<file path="src/hw/rtl/bfo_pkg.sv">
`default_nettype none

package bfo_pkg;

    // Stage count default and the depth of the arctangent table
    localparam int unsigned CORDIC_STAGES_DEF = 16;
    localparam int unsigned ATAN_LEN          = 24;

    // Field widths
    localparam int unsigned POS_W   = 32;
    localparam int unsigned YAW_W   = 16;
    localparam int unsigned DIFF_W  = POS_W + 2;   // difference, room for negation
    localparam int unsigned ACC_W   = 64;          // Q28 rotation datapath
    localparam int unsigned ZACC_W  = 34;          // angle accumulator, 2^32 per turn
    localparam int unsigned ANG_W   = YAW_W + 1;
    localparam int unsigned FRAC_W  = 28;
    localparam int unsigned GAIN_W  = 29;
    localparam int unsigned RES_W   = ACC_W - FRAC_W;

    localparam logic signed [GAIN_W-1:0] GAIN_Q28 = 29'sh09B74EDA;
    localparam logic signed [ACC_W-1:0]  HALF_LSB = 64'sh0000_0000_0800_0000;

    localparam logic signed [ANG_W-1:0] QUARTER_TURN = 17'sd16384;
    localparam logic signed [ANG_W-1:0] HALF_TURN    = 17'sd32768;

    localparam logic signed [POS_W-1:0] POS_MAX = 32'sh7FFF_FFFF;
    localparam logic signed [POS_W-1:0] POS_MIN = 32'sh8000_0000;

    typedef struct packed {
        logic signed [ACC_W-1:0]  x;
        logic signed [ACC_W-1:0]  y;
        logic signed [ZACC_W-1:0] z;
    } bfo_vec_t;

    // atan(2^-i), 2^32 per turn, truncated
    function automatic logic [31:0] bfo_atan(input int unsigned idx);
        logic [31:0] t;
        unique case (idx)
            0:  t = 32'h20000000;
            1:  t = 32'h12E4051D;
            2:  t = 32'h09FB385B;
            3:  t = 32'h051111D4;
            4:  t = 32'h028B0D43;
            5:  t = 32'h0145D7E1;
            6:  t = 32'h00A2F61E;
            7:  t = 32'h00517C55;
            8:  t = 32'h0028BE53;
            9:  t = 32'h00145F2E;
            10: t = 32'h000A2F98;
            11: t = 32'h000517CC;
            12: t = 32'h00028BE6;
            13: t = 32'h000145F3;
            14: t = 32'h0000A2F9;
            15: t = 32'h0000517C;
            16: t = 32'h000028BE;
            17: t = 32'h0000145F;
            18: t = 32'h00000A2F;
            19: t = 32'h00000517;
            20: t = 32'h0000028B;
            21: t = 32'h00000145;
            22: t = 32'h000000A2;
            23: t = 32'h00000051;
            default: t = 32'h00000000;
        endcase
        return t;
    endfunction

endpackage

`default_nettype wire

</file>
<file path="src/hw/rtl/bfo_round.sv">
`default_nettype none

// Round half up out of Q28, clip to 32 bits; this is the output register.
module bfo_round (
    input  wire logic                      aclk,
    input  wire logic                      aresetn,
    input  wire logic                      in_valid,
    output logic                           in_ready,
    input  wire bfo_pkg::bfo_vec_t         in_vec,
    output logic                           out_valid,
    input  wire logic                      out_ready,
    output logic [bfo_pkg::POS_W-1:0]      longitudinal,
    output logic [bfo_pkg::POS_W-1:0]      lateral,
    output logic                           saturated
);
    import bfo_pkg::*;

    logic                    valid_reg;
    logic [POS_W-1:0]        lon_reg, lon_next;
    logic [POS_W-1:0]        lat_reg, lat_next;
    logic                    sat_reg, sat_next;
    logic signed [ACC_W-1:0] sx, sy;
    logic signed [RES_W-1:0] rx, ry;
    logic                    ovx, ovy;

    always_comb begin
        sx  = in_vec.x + HALF_LSB;
        sy  = in_vec.y + HALF_LSB;
        rx  = sx[ACC_W-1:FRAC_W];
        ry  = sy[ACC_W-1:FRAC_W];
        // out of range when the bits above the result are not a sign extension
        ovx = (rx[RES_W-1:POS_W-1] != {(RES_W-POS_W+1){rx[RES_W-1]}});
        ovy = (ry[RES_W-1:POS_W-1] != {(RES_W-POS_W+1){ry[RES_W-1]}});
        lon_next = ovx ? (rx[RES_W-1] ? POS_MIN : POS_MAX) : rx[POS_W-1:0];
        lat_next = ovy ? (ry[RES_W-1] ? POS_MIN : POS_MAX) : ry[POS_W-1:0];
        sat_next = ovx || ovy;
    end

    assign in_ready = !valid_reg || out_ready;

    always_ff @(posedge aclk) begin
        if (!aresetn) begin
            valid_reg <= 1'b0;
        end else if (in_ready) begin
            valid_reg <= in_valid;
        end
    end

    always_ff @(posedge aclk) begin
        if (in_ready && in_valid) begin
            lon_reg <= lon_next;
            lat_reg <= lat_next;
            sat_reg <= sat_next;
        end
    end

    assign out_valid    = valid_reg;
    assign longitudinal = lon_reg;
    assign lateral      = lat_reg;
    assign saturated    = sat_reg;

endmodule

`default_nettype wire

</file>
<file path="config.mk">
export PLATFORM = sky130hd
export DESIGN_NAME = bfo_round
export DESIGN_NICKNAME = d
export VERILOG_FILES = /design/src/hw/rtl/bfo_pkg.sv /design/src/hw/rtl/bfo_round.sv
export SDC_FILE = /design/constraint.sdc
export NUM_CORES = 1
export LEC_CHECK = 0
export BUFFER_PORTS_ARGS = -buffer_cell sky130_fd_sc_hd__buf_2
export CAP_MARGIN = 10
export CORE_MARGIN = 10
export CORE_UTILIZATION = 40
export DETAILED_ROUTE_END_ITERATION = 10
export GPL_ROUTABILITY_DRIVEN = 0
export PLACE_DENSITY = 0.78
export SYNTH_ARGS = -nofsm -noshare
export SYNTH_HDL_FRONTEND = slang
export SYNTH_SLANG_ARGS = --single-unit
</file>
<file path="constraint.sdc">
create_clock -name aclk -period 3.96 [get_ports aclk]
set_input_delay 0.396 -clock aclk [delete_from_list [all_inputs] [get_ports aclk]]
set_output_delay 0.396 -clock aclk [all_outputs]
set_load 0.005 [all_outputs]
</file>
==> run summary <==
Synth Warn # = 0
DR vias = 3422
Post-Syn Nets = 535
HP Class = in2reg
total CTS buffers = 9
synthesized area per cell = 11.34 µm²
antenna diode count = 0
Cell Pwr Density = 344.2 nW/µm²
Pins Over Slew Limit = 0
CTS clk-pin slew, worst paths = 0.07 ns
DRT iter0 DRCs = 184
wire length on met1 = 4076 µm
layout cell share with drive strength beyond 1 = 0.4344
core area = 10230 µm²
fraction of registers with async set/reset = 0
Root Buffer = clkbuf_8
Clock Latency Late Sink = 0.35 ns
num rows = 37
met2 wire length = 5756 µm
DR WL met3 = 831 µm
Overall Global Routing Usage = 0.1417
Routed Wire Length = 10910 µm
slew at the pin closest to its max-slew limit = 0.8283 ns
Worst EP required = 4.05 ns
starting density of the core = 0.4068
DRC viols = 0
maximum fanout along the worst path = 17
ys flop type = edfxtp_1
Cell Area, Synth = 4161 µm²
uppermost layer routed = met4
Post-Route Setup TNS = 0 ns
global-route wire length before repair = 16920 µm
final hold slack = 0.3057 ns
CTS max path bufs = 2
P_leak = 0.001941 µW
Worst Setup End Kind = flip-flop
wire per inst = 16.68 µm
post-CTS resize count = 0
die width = 122 µm
most common library cell in the layout ignoring fill and taps = buf_2
FMAX = 362.8 MHz
HPWL after DPL = 8534 µm
via/cell ratio = 5.232
cts hold-fix bufs = 0
pin count of the biggest net entering global routing = 66
port bufs = 144
synth unique cells = 52
clock sink count = 66
FF+latch count, synth = 66
Fin Clk Skew = 0.007590 ns
minimum clock period = 2.757 ns
number of synthesized flops with an enable pin = 65
Fillers = 922
RSZ-0062 raised after global routing = false
critical path class = in2reg
CTS tree = built
final antenna-violating net count = 0
H-tree levels = 3
commonest non-fill, non-tap cells in the layout = buf_2, edfxtp_1, o21ai_2, xor2_1, xnor2_1
nets = 681
Mapped Cells = 367
Post CTS Setup Buffer Count = 0
Final Hold Viols = 0
Slew HR = 0.4478
final number of setup-violating endpoints = 0
status = completed
WP data arrival = 2.84 ns
initial antenna violation count = 0
vias in the first global route = 3455
final worst path period share = 0.6961
register area share after synthesis = 0.4738
gr ovfl total = 0
Area Growth Syn to Fin = 25.26%
io pins = 233
startpoint class of the critical path = primary input
Die H = 122 µm
TritonRoute pass-1 iters = 5
DIE AREA = 14880 µm²
max-cap violation count = 0
Worst VDD drop = 0.1997 mV
[cell usage after synthesis, types with 2 or more instances]
master,number,share of area
o21ai_1,21,0.025
xor2_1,36,0.076
o21ai_2,42,0.088
edfxtp_1,65,0.47
a21oi_1,5,0.0060
clkbuf_1,3,0.0027
nor2_1,12,0.011
and4_4,2,0.0054
inv_1,11,0.0099
nand4_1,16,0.024
or3_1,3,0.0045
and4_1,5,0.011
and3_1,15,0.023
nor4_1,3,0.0045
xnor2_1,27,0.057
nand2_1,23,0.021
nand3_1,26,0.031
nor3_1,5,0.0060
buf_6,9,0.024
nand3_4,2,0.0084
and2_1,3,0.0045
ha_1,2,0.0060
a211oi_1,2,0.0036
[sequential cells by signal, indices dropped and copies added (netlist names)]
register and cells:
lateral 32, longitudinal 32, out_valid 1, saturated 1
[worst paths after layout]
path | start | slack [ns] | cells past startpoint | endpoint
worst max-delay path | in_vec[125] | 1.20 | 10 | longitudinal[17]
worst min register to register | out_valid | 0.55 | 2 | out_valid
worst min-delay path | aresetn | 0.31 | 2 | out_valid
worst max register to register | out_valid | 2.34 | 3 | longitudinal[6]
[per-layer routing]
layer / GRT usage / vias to the layer above
li1: - / 1669
met1: 0.1552 / 1608
met2: 0.2497 / 125
met3: 0.03978 / 20
met4: 0.06334 / 0
met5: 0 / -
[kinds of logic after synthesis]
| logic type | count (synthesis) | synth area share |
|---|---|---|
| simple gates | 131 | 0.1978 |
| compound gates | 79 | 0.1458 |
| flops | 66 | 0.4738 |
| xor+xnor | 64 | 0.1365 |
| buf+inv | 25 | 0.03999 |
| fa+ha+maj | 2 | 0.006012 |
[layout make-up]
cell class / count / area, µm² / area share
Timing Repair Buffer: 149 / 758.2 / 0.1455
Clock inverter: 7 / 107.6 / 0.02064
Inverter: 11 / 41.29 / 0.007921
Tap cell: 136 / 170.2 / 0.03265
Clock buffer: 9 / 123.9 / 0.02376
Multi-Input combinational cell: 276 / 2039 / 0.3913
Sequential cell: 66 / 1972 / 0.3783
[worst max-delay path, cell delays in order]
cell     delay, ns
buf_2         0.10
ha_1          0.21
nand4_2       0.17
or3_4         0.44
nor4_2        0.21
nand3_1       0.13
xor2_1        0.23
a41oi_4       0.46
buf_4         0.36
o21ai_1       0.12
[report_power, final]
part / total [µW] / internal [µW] / switching [µW] / leakage, µW
Clock: 676 / 412 / 264 / 0.000118
Combinational: 281 / 116 / 165 / 0.00120
Sequential: 837 / 827 / 10.9 / 0.000620
Total: 1790 / 1350 / 440 / 0.00194
[stage by stage]
step	power, µW	cells	setup WS [ns]	util	instance area, µm²
after CTS	1808	654	1.222	0.5095	5213
after global placement	1126	638	0.9006	0.4869	4981
after global routing	1874	654	1.051	0.5095	5213
after floorplan	1002	367	1.447	-	4161
after detailed placement	1137	638	0.8555	0.4869	4981
final	1794	654	1.203	0.5095	5213
No activity file was read; power rests on OpenSTA's default activity.
