<file path="src/hw/rtl/bfo_pkg.sv">
`default_nettype none

package bfo_pkg;

    // Stage count default and the depth of the arctangent table
    localparam int unsigned CORDIC_STAGES_DEF = 16;
    localparam int unsigned ATAN_LEN          = 24;

    // Field widths
    localparam int unsigned POS_W   = 32;
    localparam int unsigned YAW_W   = 16;
    localparam int unsigned DIFF_W  = POS_W + 2;   // difference, room for negation
    localparam int unsigned ACC_W   = 64;          // Q28 rotation datapath
    localparam int unsigned ZACC_W  = 34;          // angle accumulator, 2^32 per turn
    localparam int unsigned ANG_W   = YAW_W + 1;
    localparam int unsigned FRAC_W  = 28;
    localparam int unsigned GAIN_W  = 29;
    localparam int unsigned RES_W   = ACC_W - FRAC_W;

    localparam logic signed [GAIN_W-1:0] GAIN_Q28 = 29'sh09B74EDA;
    localparam logic signed [ACC_W-1:0]  HALF_LSB = 64'sh0000_0000_0800_0000;

    localparam logic signed [ANG_W-1:0] QUARTER_TURN = 17'sd16384;
    localparam logic signed [ANG_W-1:0] HALF_TURN    = 17'sd32768;

    localparam logic signed [POS_W-1:0] POS_MAX = 32'sh7FFF_FFFF;
    localparam logic signed [POS_W-1:0] POS_MIN = 32'sh8000_0000;

    typedef struct packed {
        logic signed [ACC_W-1:0]  x;
        logic signed [ACC_W-1:0]  y;
        logic signed [ZACC_W-1:0] z;
    } bfo_vec_t;

    // atan(2^-i), 2^32 per turn, truncated
    function automatic logic [31:0] bfo_atan(input int unsigned idx);
        logic [31:0] t;
        unique case (idx)
            0:  t = 32'h20000000;
            1:  t = 32'h12E4051D;
            2:  t = 32'h09FB385B;
            3:  t = 32'h051111D4;
            4:  t = 32'h028B0D43;
            5:  t = 32'h0145D7E1;
            6:  t = 32'h00A2F61E;
            7:  t = 32'h00517C55;
            8:  t = 32'h0028BE53;
            9:  t = 32'h00145F2E;
            10: t = 32'h000A2F98;
            11: t = 32'h000517CC;
            12: t = 32'h00028BE6;
            13: t = 32'h000145F3;
            14: t = 32'h0000A2F9;
            15: t = 32'h0000517C;
            16: t = 32'h000028BE;
            17: t = 32'h0000145F;
            18: t = 32'h00000A2F;
            19: t = 32'h00000517;
            20: t = 32'h0000028B;
            21: t = 32'h00000145;
            22: t = 32'h000000A2;
            23: t = 32'h00000051;
            default: t = 32'h00000000;
        endcase
        return t;
    endfunction

endpackage

`default_nettype wire

</file>
<file path="src/hw/rtl/bfo_prep.sv">
`default_nettype none

// Two stages: difference, half-turn fold and angle setup; then gain multiply.
module bfo_prep (
    input  wire logic                         aclk,
    input  wire logic                         aresetn,
    input  wire logic                         in_valid,
    output logic                              in_ready,
    input  wire logic [bfo_pkg::POS_W-1:0]    base_x,
    input  wire logic [bfo_pkg::POS_W-1:0]    base_y,
    input  wire logic [bfo_pkg::YAW_W-1:0]    base_yaw,
    input  wire logic [bfo_pkg::POS_W-1:0]    point_x,
    input  wire logic [bfo_pkg::POS_W-1:0]    point_y,
    output logic                              out_valid,
    input  wire logic                         out_ready,
    output bfo_pkg::bfo_vec_t                 out_vec
);
    import bfo_pkg::*;

    logic                     a_valid_reg;
    logic signed [DIFF_W-1:0] dx_reg, dx_next;
    logic signed [DIFF_W-1:0] dy_reg, dy_next;
    logic signed [ZACC_W-1:0] z_reg, z_next;
    logic                     a_ready;

    logic                     b_valid_reg;
    bfo_vec_t                 vec_reg, vec_next;

    logic signed [DIFF_W-1:0] dx_raw, dy_raw;
    logic signed [ANG_W-1:0]  ang, ang_fold;
    logic                     flip;
    logic signed [ACC_W-2:0]  px, py;

    // stage A
    always_comb begin
        dx_raw = DIFF_W'(signed'(point_x)) - DIFF_W'(signed'(base_x));
        dy_raw = DIFF_W'(signed'(point_y)) - DIFF_W'(signed'(base_y));
        ang    = -ANG_W'(signed'(base_yaw));
        flip   = (ang > QUARTER_TURN) || (ang < -QUARTER_TURN);
        if (!flip) begin
            ang_fold = ang;
        end else if (ang > 0) begin
            ang_fold = ang - HALF_TURN;
        end else begin
            ang_fold = ang + HALF_TURN;
        end
        dx_next = flip ? -dx_raw : dx_raw;
        dy_next = flip ? -dy_raw : dy_raw;
        z_next  = {{(ZACC_W-ANG_W-16){ang_fold[ANG_W-1]}}, ang_fold, 16'h0000};
    end

    assign a_ready  = !b_valid_reg || out_ready;
    assign in_ready = !a_valid_reg || a_ready;

    always_ff @(posedge aclk) begin
        if (!aresetn) begin
            a_valid_reg <= 1'b0;
        end else if (in_ready) begin
            a_valid_reg <= in_valid;
        end
    end

    always_ff @(posedge aclk) begin
        if (in_ready && in_valid) begin
            dx_reg <= dx_next;
            dy_reg <= dy_next;
            z_reg  <= z_next;
        end
    end

    // stage B: gain compensation, Q28
    assign px = (ACC_W-1)'(dx_reg) * (ACC_W-1)'(GAIN_Q28);
    assign py = (ACC_W-1)'(dy_reg) * (ACC_W-1)'(GAIN_Q28);

    always_comb begin
        vec_next.x = ACC_W'(px);
        vec_next.y = ACC_W'(py);
        vec_next.z = z_reg;
    end

    always_ff @(posedge aclk) begin
        if (!aresetn) begin
            b_valid_reg <= 1'b0;
        end else if (a_ready) begin
            b_valid_reg <= a_valid_reg;
        end
    end

    always_ff @(posedge aclk) begin
        if (a_ready && a_valid_reg) begin
            vec_reg <= vec_next;
        end
    end

    assign out_valid = b_valid_reg;
    assign out_vec   = vec_reg;

endmodule

`default_nettype wire

</file>
<file path="config.mk">
export PLATFORM = sky130hd
export DESIGN_NAME = bfo_prep
export DESIGN_NICKNAME = d
export VERILOG_FILES = /design/src/hw/rtl/bfo_pkg.sv /design/src/hw/rtl/bfo_prep.sv
export SDC_FILE = /design/constraint.sdc
export NUM_CORES = 2
export LEC_CHECK = 0
export ABC_AREA = 1
export BUFFER_PORTS_ARGS = -buffer_cell sky130_fd_sc_hd__buf_4
export CORE_MARGIN = 3
export CORE_UTILIZATION = 35
export CTS_CLUSTER_DIAMETER = 30
export DETAILED_ROUTE_END_ITERATION = 16
export PLACE_DENSITY_LB_ADDON = 0.3
export RECOVER_POWER = 100
export REMOVE_ABC_BUFFERS = 1
export SLEW_MARGIN = 25
export SYNTH_ARGS = -nofsm -noshare
export SYNTH_HDL_FRONTEND = slang
export SYNTH_SLANG_ARGS = --single-unit
</file>
<file path="constraint.sdc">
create_clock -name aclk -period 12.4 [get_ports aclk]
set_input_delay 2.48 -clock aclk [delete_from_list [all_inputs] [get_ports aclk]]
set_output_delay 2.48 -clock aclk [all_outputs]
set_load 0.05 [all_outputs]
</file>
==> impl_results.md <==
- Setup TNS Final: 0 ns
- Most common cell after layout, fill and taps aside: inv_1
- Worst setup EP type: register
- Std cell rows: 142
- Area growth syn-to-layout: 12.2%
- Max-capacitance violation count: 3
- Hold buffer count at cts: 0
- Yosys reg bits: 228
- Share of layout cells above drive strength 1: around 4.4%
- Vias after detailed routing: between 40k and 50k
- Slew margin rel.: -184%
- Area fraction of the dominant cell type after synthesis: a little over a third
- CP Max Fanout: 72
- Clk_lat worst skew: 0.64 ns
- Final nets: 8482
- CTS clk-pin slew, worst paths: 0.04 ns
- Synth Area per Inst: 8.40 µm²
- Synth area leader: fa_1
- Synth cell types: 46
- Setup bufs post-CTS: 0
- RSZ-0062 raised after global routing: false
- Initial antenna violation count: 11
- DR pass1 iterations: 5
- Final period utilization: 65.0%
- Vias in the first global route: roughly 43k
- Initial Util: between 30% and 40%
- HP Class: register to register
- CTS resizes: 0
- I/O Buffers: between 200 and 300
- Total wire length: 172 mm
- GRT Overall Usage: ~22%
- GR Overflow Total: 0
- Slew Viols, Final: 161
- Final setup violation count: 0
- Wire per inst: a little under 20 µm
- Register area share after synthesis: 12.7%
- Clock tree from TritonCTS: yes
- Achievable Freq: ~120 MHz
- Core Box Area: 151000 µm²
- Final core occ: between 30% and 40%
- Critical path class: input pin to register
- Crit path time final: 8.06 ns
- Die area: 158000 µm²
- Worst endpoint required time: between 10 and 15 ns
- Die Span Y: 397 µm
- DRC errors left: 0
- Fin cells: 8809
- Clock root buffer: clkbuf_16
- Cells after DPL: ~8.7k
- Final ANT Viol Nets: 0
- TritonCTS Buffers: roughly 70
- Cells after Synth: between 6k and 7k
- Critical path arrival: 8.38 ns
- Vias/cell: 4.57
- Failing checks: capacitance limit, slew limit
- RD Place Congestion: 1.00
- I/O Pins: around 310
- Commonest cells after routing, fill and taps aside: inv_1, nand2_1, fa_1
- Hold Vio Cnt, Final: 0
- HPWL Detailed: 154 mm
- Hold_ws: 0.415 ns
- Die Wd: about 400 µm
- Largest net degree at the start of global routing: roughly 120
- Syn. warnings: 0
- Clock skew: 0.0262 ns
- Crit path launch type: input pin
- H-tree depth: 3
- Largest register FFs: 141
- Worst-Margin Slew: 4.26 ns
- Ranking of synthesized cells by area: fa_1, ha_1, inv_1
- Max Root-Sink Buffers: 3
- First-pass GRT wire length: between 200 and 300 mm
- Mapped cell area: 53600 µm²
- Status: complete, but fails checks
- 1st-iter DRT viols: 2372
- Sink Count: 228
[final cells by class]
type	instances	area, µm²
tap	2016	2520
sequential	228	6830
inverter	2126	7980
fill	15600	90900
clock inverter	49	752
timing repair buffer	301	1710
antenna	3	7.51
clock buffer	73	1740
multi-input combinational	4013	38600
[cells in the mapped netlist (all sizes together)]
cell type	count
xnor2	70
nor3	27
a21o	31
inv	2124
xor2	137
nand3b	27
o2111ai	3
o221a	1
o21ai	111
a21boi	12
nand4	34
a221oi	1
and2	7
nor2	339
o21a	13
edfxtp	226
buf	32
a211oi	3
and3	8
ha	663
nand3	199
dfxtp	2
fa	933
conb	1
o211ai	7
o21bai	24
clkinv	2
nor4	15
o221ai	1
a31oi	43
or2	11
nand2	1079
o22ai	1
a21oi	195
[path summary, 6_finish.rpt]
check	startpoint	endpoint	slack [ns]	depth (start not counted)
setup / recovery	base_yaw[0]	dy_reg[11]	4.34	17
hold reg to reg	z_reg[19]	out_vec[19]	0.42	0
hold / removal	z_reg[19]	out_vec[19]	0.42	0
setup reg to reg	dx_reg[21]	out_vec[151]	5.18	20
[per-stage QoR]
step / instance area, µm² / worst slack, ns
after detailed placement: 58200 / 5.21
after global placement: 58200 / 5.18
final: 60100 / 4.34
after CTS: 60700 / 5.19
after floorplan: 53400 / 2.41
after global routing: 60100 / 3.50
[worst max-delay path: stages]
cell and delay (ns):
clkbuf_4 0.11, inv_1 0.09, ha_1 0.20, nand3_1 0.26, nor3_1 0.37, nand3_1 0.13, nand2_1 0.14, clkinv_1 0.09
nand2_1 0.06, nor2_1 0.05, nand3_1 0.05, nand2_1 0.05, nand2_1 0.29, clkbuf_1 2.18, inv_1 1.10, o21ai_0 0.45
nand2_1 0.21
[cell families (layout without fill, tap and decap cells)]
group,Yosys count,in the layout,synth area share (%)
fa+ha+maj,1596,1596,50.3
buf+inv,2158,2549,15.3
compound gates,446,446,4.73
flops,228,228,12.7
other cells,1,21,0.00700
simple gates,1746,1746,13.5
xor+xnor,207,207,3.38
[routing by layer]
| metal | track usage (%) | up-vias | wire length, µm |
|---|---|---|---|
| met1 | 31.7 | 19300 | 82300 |
| met4 | 5.47 | 4 | 4160 |
| met3 | 5.14 | 187 | 12500 |
| met5 | 0 | - | 34 |
| li1 | - | 19600 | - |
| met2 | 33.2 | 1095 | 72700 |
Power is not shown: default switching activity piles up to over one toggle a cycle in this logic, so the estimate is an artifact.
