[src/hw/rtl/bfo_pkg.sv]
`default_nettype none

package bfo_pkg;

    // Stage count default and the depth of the arctangent table
    localparam int unsigned CORDIC_STAGES_DEF = 16;
    localparam int unsigned ATAN_LEN          = 24;

    // Field widths
    localparam int unsigned POS_W   = 32;
    localparam int unsigned YAW_W   = 16;
    localparam int unsigned DIFF_W  = POS_W + 2;   // difference, room for negation
    localparam int unsigned ACC_W   = 64;          // Q28 rotation datapath
    localparam int unsigned ZACC_W  = 34;          // angle accumulator, 2^32 per turn
    localparam int unsigned ANG_W   = YAW_W + 1;
    localparam int unsigned FRAC_W  = 28;
    localparam int unsigned GAIN_W  = 29;
    localparam int unsigned RES_W   = ACC_W - FRAC_W;

    localparam logic signed [GAIN_W-1:0] GAIN_Q28 = 29'sh09B74EDA;
    localparam logic signed [ACC_W-1:0]  HALF_LSB = 64'sh0000_0000_0800_0000;

    localparam logic signed [ANG_W-1:0] QUARTER_TURN = 17'sd16384;
    localparam logic signed [ANG_W-1:0] HALF_TURN    = 17'sd32768;

    localparam logic signed [POS_W-1:0] POS_MAX = 32'sh7FFF_FFFF;
    localparam logic signed [POS_W-1:0] POS_MIN = 32'sh8000_0000;

    typedef struct packed {
        logic signed [ACC_W-1:0]  x;
        logic signed [ACC_W-1:0]  y;
        logic signed [ZACC_W-1:0] z;
    } bfo_vec_t;

    // atan(2^-i), 2^32 per turn, truncated
    function automatic logic [31:0] bfo_atan(input int unsigned idx);
        logic [31:0] t;
        unique case (idx)
            0:  t = 32'h20000000;
            1:  t = 32'h12E4051D;
            2:  t = 32'h09FB385B;
            3:  t = 32'h051111D4;
            4:  t = 32'h028B0D43;
            5:  t = 32'h0145D7E1;
            6:  t = 32'h00A2F61E;
            7:  t = 32'h00517C55;
            8:  t = 32'h0028BE53;
            9:  t = 32'h00145F2E;
            10: t = 32'h000A2F98;
            11: t = 32'h000517CC;
            12: t = 32'h00028BE6;
            13: t = 32'h000145F3;
            14: t = 32'h0000A2F9;
            15: t = 32'h0000517C;
            16: t = 32'h000028BE;
            17: t = 32'h0000145F;
            18: t = 32'h00000A2F;
            19: t = 32'h00000517;
            20: t = 32'h0000028B;
            21: t = 32'h00000145;
            22: t = 32'h000000A2;
            23: t = 32'h00000051;
            default: t = 32'h00000000;
        endcase
        return t;
    endfunction

endpackage

`default_nettype wire

[src/hw/rtl/bfo_rot_stage.sv]
`default_nettype none

// One CORDIC micro-rotation, registered.
module bfo_rot_stage #(
    parameter int unsigned IDX = 0
) (
    input  wire logic              aclk,
    input  wire logic              aresetn,
    input  wire logic              in_valid,
    output logic                   in_ready,
    input  wire bfo_pkg::bfo_vec_t in_vec,
    output logic                   out_valid,
    input  wire logic              out_ready,
    output bfo_pkg::bfo_vec_t      out_vec
);
    import bfo_pkg::*;

    localparam logic signed [ZACC_W-1:0] ANGLE = ZACC_W'(bfo_atan(IDX));

    logic                    valid_reg;
    bfo_vec_t                vec_reg, vec_next;
    logic signed [ACC_W-1:0] xs, ys;

    always_comb begin
        xs = in_vec.x >>> IDX;
        ys = in_vec.y >>> IDX;
        if (!in_vec.z[ZACC_W-1]) begin
            vec_next.x = in_vec.x - ys;
            vec_next.y = in_vec.y + xs;
            vec_next.z = in_vec.z - ANGLE;
        end else begin
            vec_next.x = in_vec.x + ys;
            vec_next.y = in_vec.y - xs;
            vec_next.z = in_vec.z + ANGLE;
        end
    end

    assign in_ready = !valid_reg || out_ready;

    always_ff @(posedge aclk) begin
        if (!aresetn) begin
            valid_reg <= 1'b0;
        end else if (in_ready) begin
            valid_reg <= in_valid;
        end
    end

    always_ff @(posedge aclk) begin
        if (in_ready && in_valid) begin
            vec_reg <= vec_next;
        end
    end

    assign out_valid = valid_reg;
    assign out_vec   = vec_reg;

endmodule

`default_nettype wire

[config.mk]
export PLATFORM = sky130hd
export DESIGN_NAME = bfo_rot_stage
export DESIGN_NICKNAME = d
export VERILOG_FILES = /design/src/hw/rtl/bfo_pkg.sv /design/src/hw/rtl/bfo_rot_stage.sv
export SDC_FILE = /design/constraint.sdc
export NUM_CORES = 1
export LEC_CHECK = 0
export BUFFER_PORTS_ARGS = -buffer_cell sky130_fd_sc_hd__buf_4
export CORE_ASPECT_RATIO = 0.7
export CORE_MARGIN = 5
export CORE_UTILIZATION = 55
export DETAILED_ROUTE_END_ITERATION = 10
export PLACE_DENSITY = 0.79
export SLEW_MARGIN = 20
export SYNTH_ARGS = -nofsm -noshare
export SYNTH_HDL_FRONTEND = slang
export SYNTH_SLANG_ARGS = --single-unit
[constraint.sdc]
create_clock -name aclk -period 7.6 [get_ports aclk]
set_input_delay 1.52 -clock aclk [delete_from_list [all_inputs] [get_ports aclk]]
set_output_delay 1.52 -clock aclk [all_outputs]
set_load 0.02 [all_outputs]
==> impl_metrics.env <==
export IMPL_swShare=0.419
export IMPL_hold_end="out_valid$_SDFFE_PN0N_"
export IMPL_ir_drop_uv=139
export IMPL_cts_max_level=4
export IMPL_post_place_ws_ns=1.93
export IMPL_place_congestion=1.05
export IMPL_hold_violations=0
export IMPL_grt_max_degree=85
export IMPL_clockBufferDepth=2
export IMPL_synth_cells=2079
export IMPL_pwr_share_seq=0.319
export IMPL_async_reset_ff_frac=0
export IMPL_final_max_slew_violation_count=0
export IMPL_yosys_register_bits=162
export IMPL_syn_area_um2=17100
export IMPL_rows=54
export IMPL_die_area_um2=34700
export IMPL_drc_errors=0
export IMPL_port_buffers=329
export IMPL_crit_start="in_vec[98]"
export IMPL_p_switching_w=0.00156
export IMPL_tritoncts="built"
export IMPL_endpoint_kind="register"
export IMPL_place_area_um2=19700
export IMPL_grt_total_usage=0.377
export IMPL_clkLatencyLatePin_ns=0.47
export IMPL_cts_setup_buffers=0
export IMPL_critPathSlowestCell="o41ai_1"
export IMPL_cts_buffers_inserted=17
export IMPL_grt_pass1_vias=16600
export IMPL_clkSlewWorstSetupHoldPaths_ns=0.07
export IMPL_avgSynthCellArea_um2=8.22
export IMPL_p_per_area_nw_per_um2=183
export IMPL_min_delay_start="out_valid$_SDFFE_PN0N_"
export IMPL_overflow=0
export IMPL_mostFrequentLayoutCells="buf_4, a21oi_1, ha_1"
export IMPL_io_pins=330
export IMPL_clkPwrFrac=0.242
export IMPL_cp_max_fo=5
export IMPL_mostFrequentLayoutCell="buf_4"
export IMPL_grt_first_pass_wirelength_um=100000
export IMPL_hp_class="reg2reg"
export IMPL_synth_distinct_cells=88
export IMPL_initial_core_util=0.553
export IMPL_ant_nets=0
export IMPL_fp_dieH_um=157
export IMPL_timing_setup_tns_ns=0
export IMPL_fp_dieW_um=221
export IMPL_p_total_w=0.00373
export IMPL_fmax_ghz=0.181
export IMPL_finalWirelength_um=68500
export IMPL_rr_worst_depth=3
export IMPL_ys_warn_count=0
export IMPL_ys_flop_type="edfxtp_1"
export IMPL_syn_to_final_growth_pct=19.0
export IMPL_period_needed_ns=5.51
export IMPL_n_fill_cell=2581
export IMPL_critPathBufInv=2
export IMPL_min_period_over_period=0.725
export IMPL_slowest_delay_ns=0.90
export IMPL_routedWlPerCell_um=24.7
export IMPL_reg2reg_to="out_vec[76]$_DFFE_PP_"
export IMPL_drtIter0Drc=2905
export IMPL_drv_cap=0
export IMPL_worst_hold_slack_ns=0.608
export IMPL_worst_slack_ns=2.09
export IMPL_firstDrtPassIters=6
export IMPL_required_ns=7.79
export IMPL_finClkSkew_ns=0.00769
export IMPL_hold_depth=2
export IMPL_hpwl_um=55200
export IMPL_startpoint_type="input pin"
export IMPL_root_buffer="clkbuf_16"
export IMPL_syn_nets=2442
export IMPL_yosysSeqAreaShare=0.284
export IMPL_cts_sinks=162
export IMPL_rsz0062_at_grt="no"
export IMPL_timing_reg2reg_setup_slack_ns=5.42
export IMPL_stdcell_area_um2=20300
export IMPL_synth_edf_count=161
export IMPL_power_leakage_nw=8.76
export IMPL_final_setup_viol_count=0
export IMPL_crit_arrival_ns=5.71
export IMPL_post_cts_resize_count=0
export IMPL_ctsHoldBuffers=0
export IMPL_max_slew_margin_rel=0.261
export IMPL_vias_per_cell=6.58
export IMPL_crit_chain="buf_4 -> inv_1 -> ha_1 -> fa_1 -> nand2b_1 -> a21o_1 -> a21oi_1 -> a21oi_1 -> o41ai_1 -> a221o_1 -> a221oi_1 -> o21ai_0 -> a31oi_1 -> o21ai_0 -> xnor2_1"
export IMPL_combPwrFrac=0.439
export IMPL_worst_setup_path_type="in2reg"
export IMPL_critPathTopFamily="compound AO/OA/AOI/OAI gates"
export IMPL_rr_startpoint="out_valid$_SDFFE_PN0N_"
export IMPL_drive_above_1_share=0.179
export IMPL_cell_internal_pwr_w=0.00217
export IMPL_num_vias=18200
export IMPL_status="completed"
export IMPL_coreArea_um2=30900
export IMPL_worst_pin_slew_ns=1.11
export IMPL_nNetsFinal=2701
export IMPL_antenna_found_initial=2
## synth_stat cells, drive strengths merged, types with 27 or more instances
| library cell | count | share of area |
|---|---|---|
| nor2 | 187 | 0.041 |
| a21o | 39 | 0.017 |
| mux2i | 27 | 0.016 |
| o21bai | 52 | 0.023 |
| nand2 | 114 | 0.025 |
| edfxtp | 161 | 0.28 |
| nand4 | 45 | 0.016 |
| nor3 | 35 | 0.010 |
| a21oi | 290 | 0.085 |
| inv | 198 | 0.043 |
| xnor2 | 120 | 0.062 |
| o21ai | 165 | 0.049 |
| nor4 | 33 | 0.013 |
| buf | 37 | 0.011 |
| clkbuf | 59 | 0.013 |
| ha | 193 | 0.14 |
## through the flow
stage,utilization,std cells
2_1_floorplan,-,2079
4_1_cts,0.658,2771
6_report,0.659,2772
3_5_place_dp,0.639,2739
3_3_place_gp,0.639,2739
5_1_grt,0.659,2772
## routing by layer
layer	wire length, µm	share of wire	track usage	vias to the layer above
met1	29000	0.42	0.562	8591
met5	13	0.00019	0	-
met2	26700	0.39	0.507	1429
met4	1770	0.026	0.0956	2
li1	-	-	-	8057
met3	11100	0.16	0.146	153
## power groups by stage
stage               sequential (W)  clock, W  combinational [W]
finish                     0.00119  0.000902            0.00163
global route               0.00120  0.000947            0.00172
CTS                        0.00119  0.000905            0.00157
detailed placement         0.00121         0            0.00156
global placement           0.00120         0            0.00156
floorplan                  0.00134         0           0.000830
## cells by family (layout without fill, tap and decap cells)
family | count (synthesis) | after routing | share of synthesized area
other | 0 | 1 | 0
DFF | 162 | 162 | 0.284
adders and majority gates | 197 | 197 | 0.146
AOI/OAI and AO/OA | 746 | 746 | 0.276
xor gates and xnor gates | 126 | 126 | 0.0646
muxes | 29 | 29 | 0.0171
and+or+nand+nor | 519 | 519 | 0.144
buffers and inverters | 300 | 572 | 0.0687
## final cells by class
class,count,area [µm²],share of cell area
multi-input cells,1617,11100,0.544
flip-flops and latches,162,4850,0.239
repair buffers,336,2520,0.124
inverters,204,766,0.0377
well taps,420,526,0.0258
clock buffers,17,425,0.0209
clock inverters,15,176,0.00868
diodes,1,2.50,0.000123
## flip-flops by register name, indices dropped and copies added (netlist names)
register,count
out_valid,1
out_vec,161
## worst register-to-register path: stages (launching register included)
cell and delay [ns]:
dfxtp_1 0.33, nand2b_1 0.12, and2_4 0.37, buf_4 0.91
## how the worst max path moves through the flow
stage,end,slack [ns],cells after the start
after floorplan,out_vec[0]$_DFFE_PP_,1.56,2
after global placement,out_vec[158]$_DFFE_PP_,1.78,14
after detailed placement,out_vec[95]$_DFFE_PP_,1.93,14
after CTS,out_vec[95]$_DFFE_PP_,2.41,14
after global routing,out_vec[134]$_DFFE_PP_,2.04,13
final,out_vec[136]$_DFFE_PP_,2.09,15
Note: power is estimated with default switching activity, not from simulation.
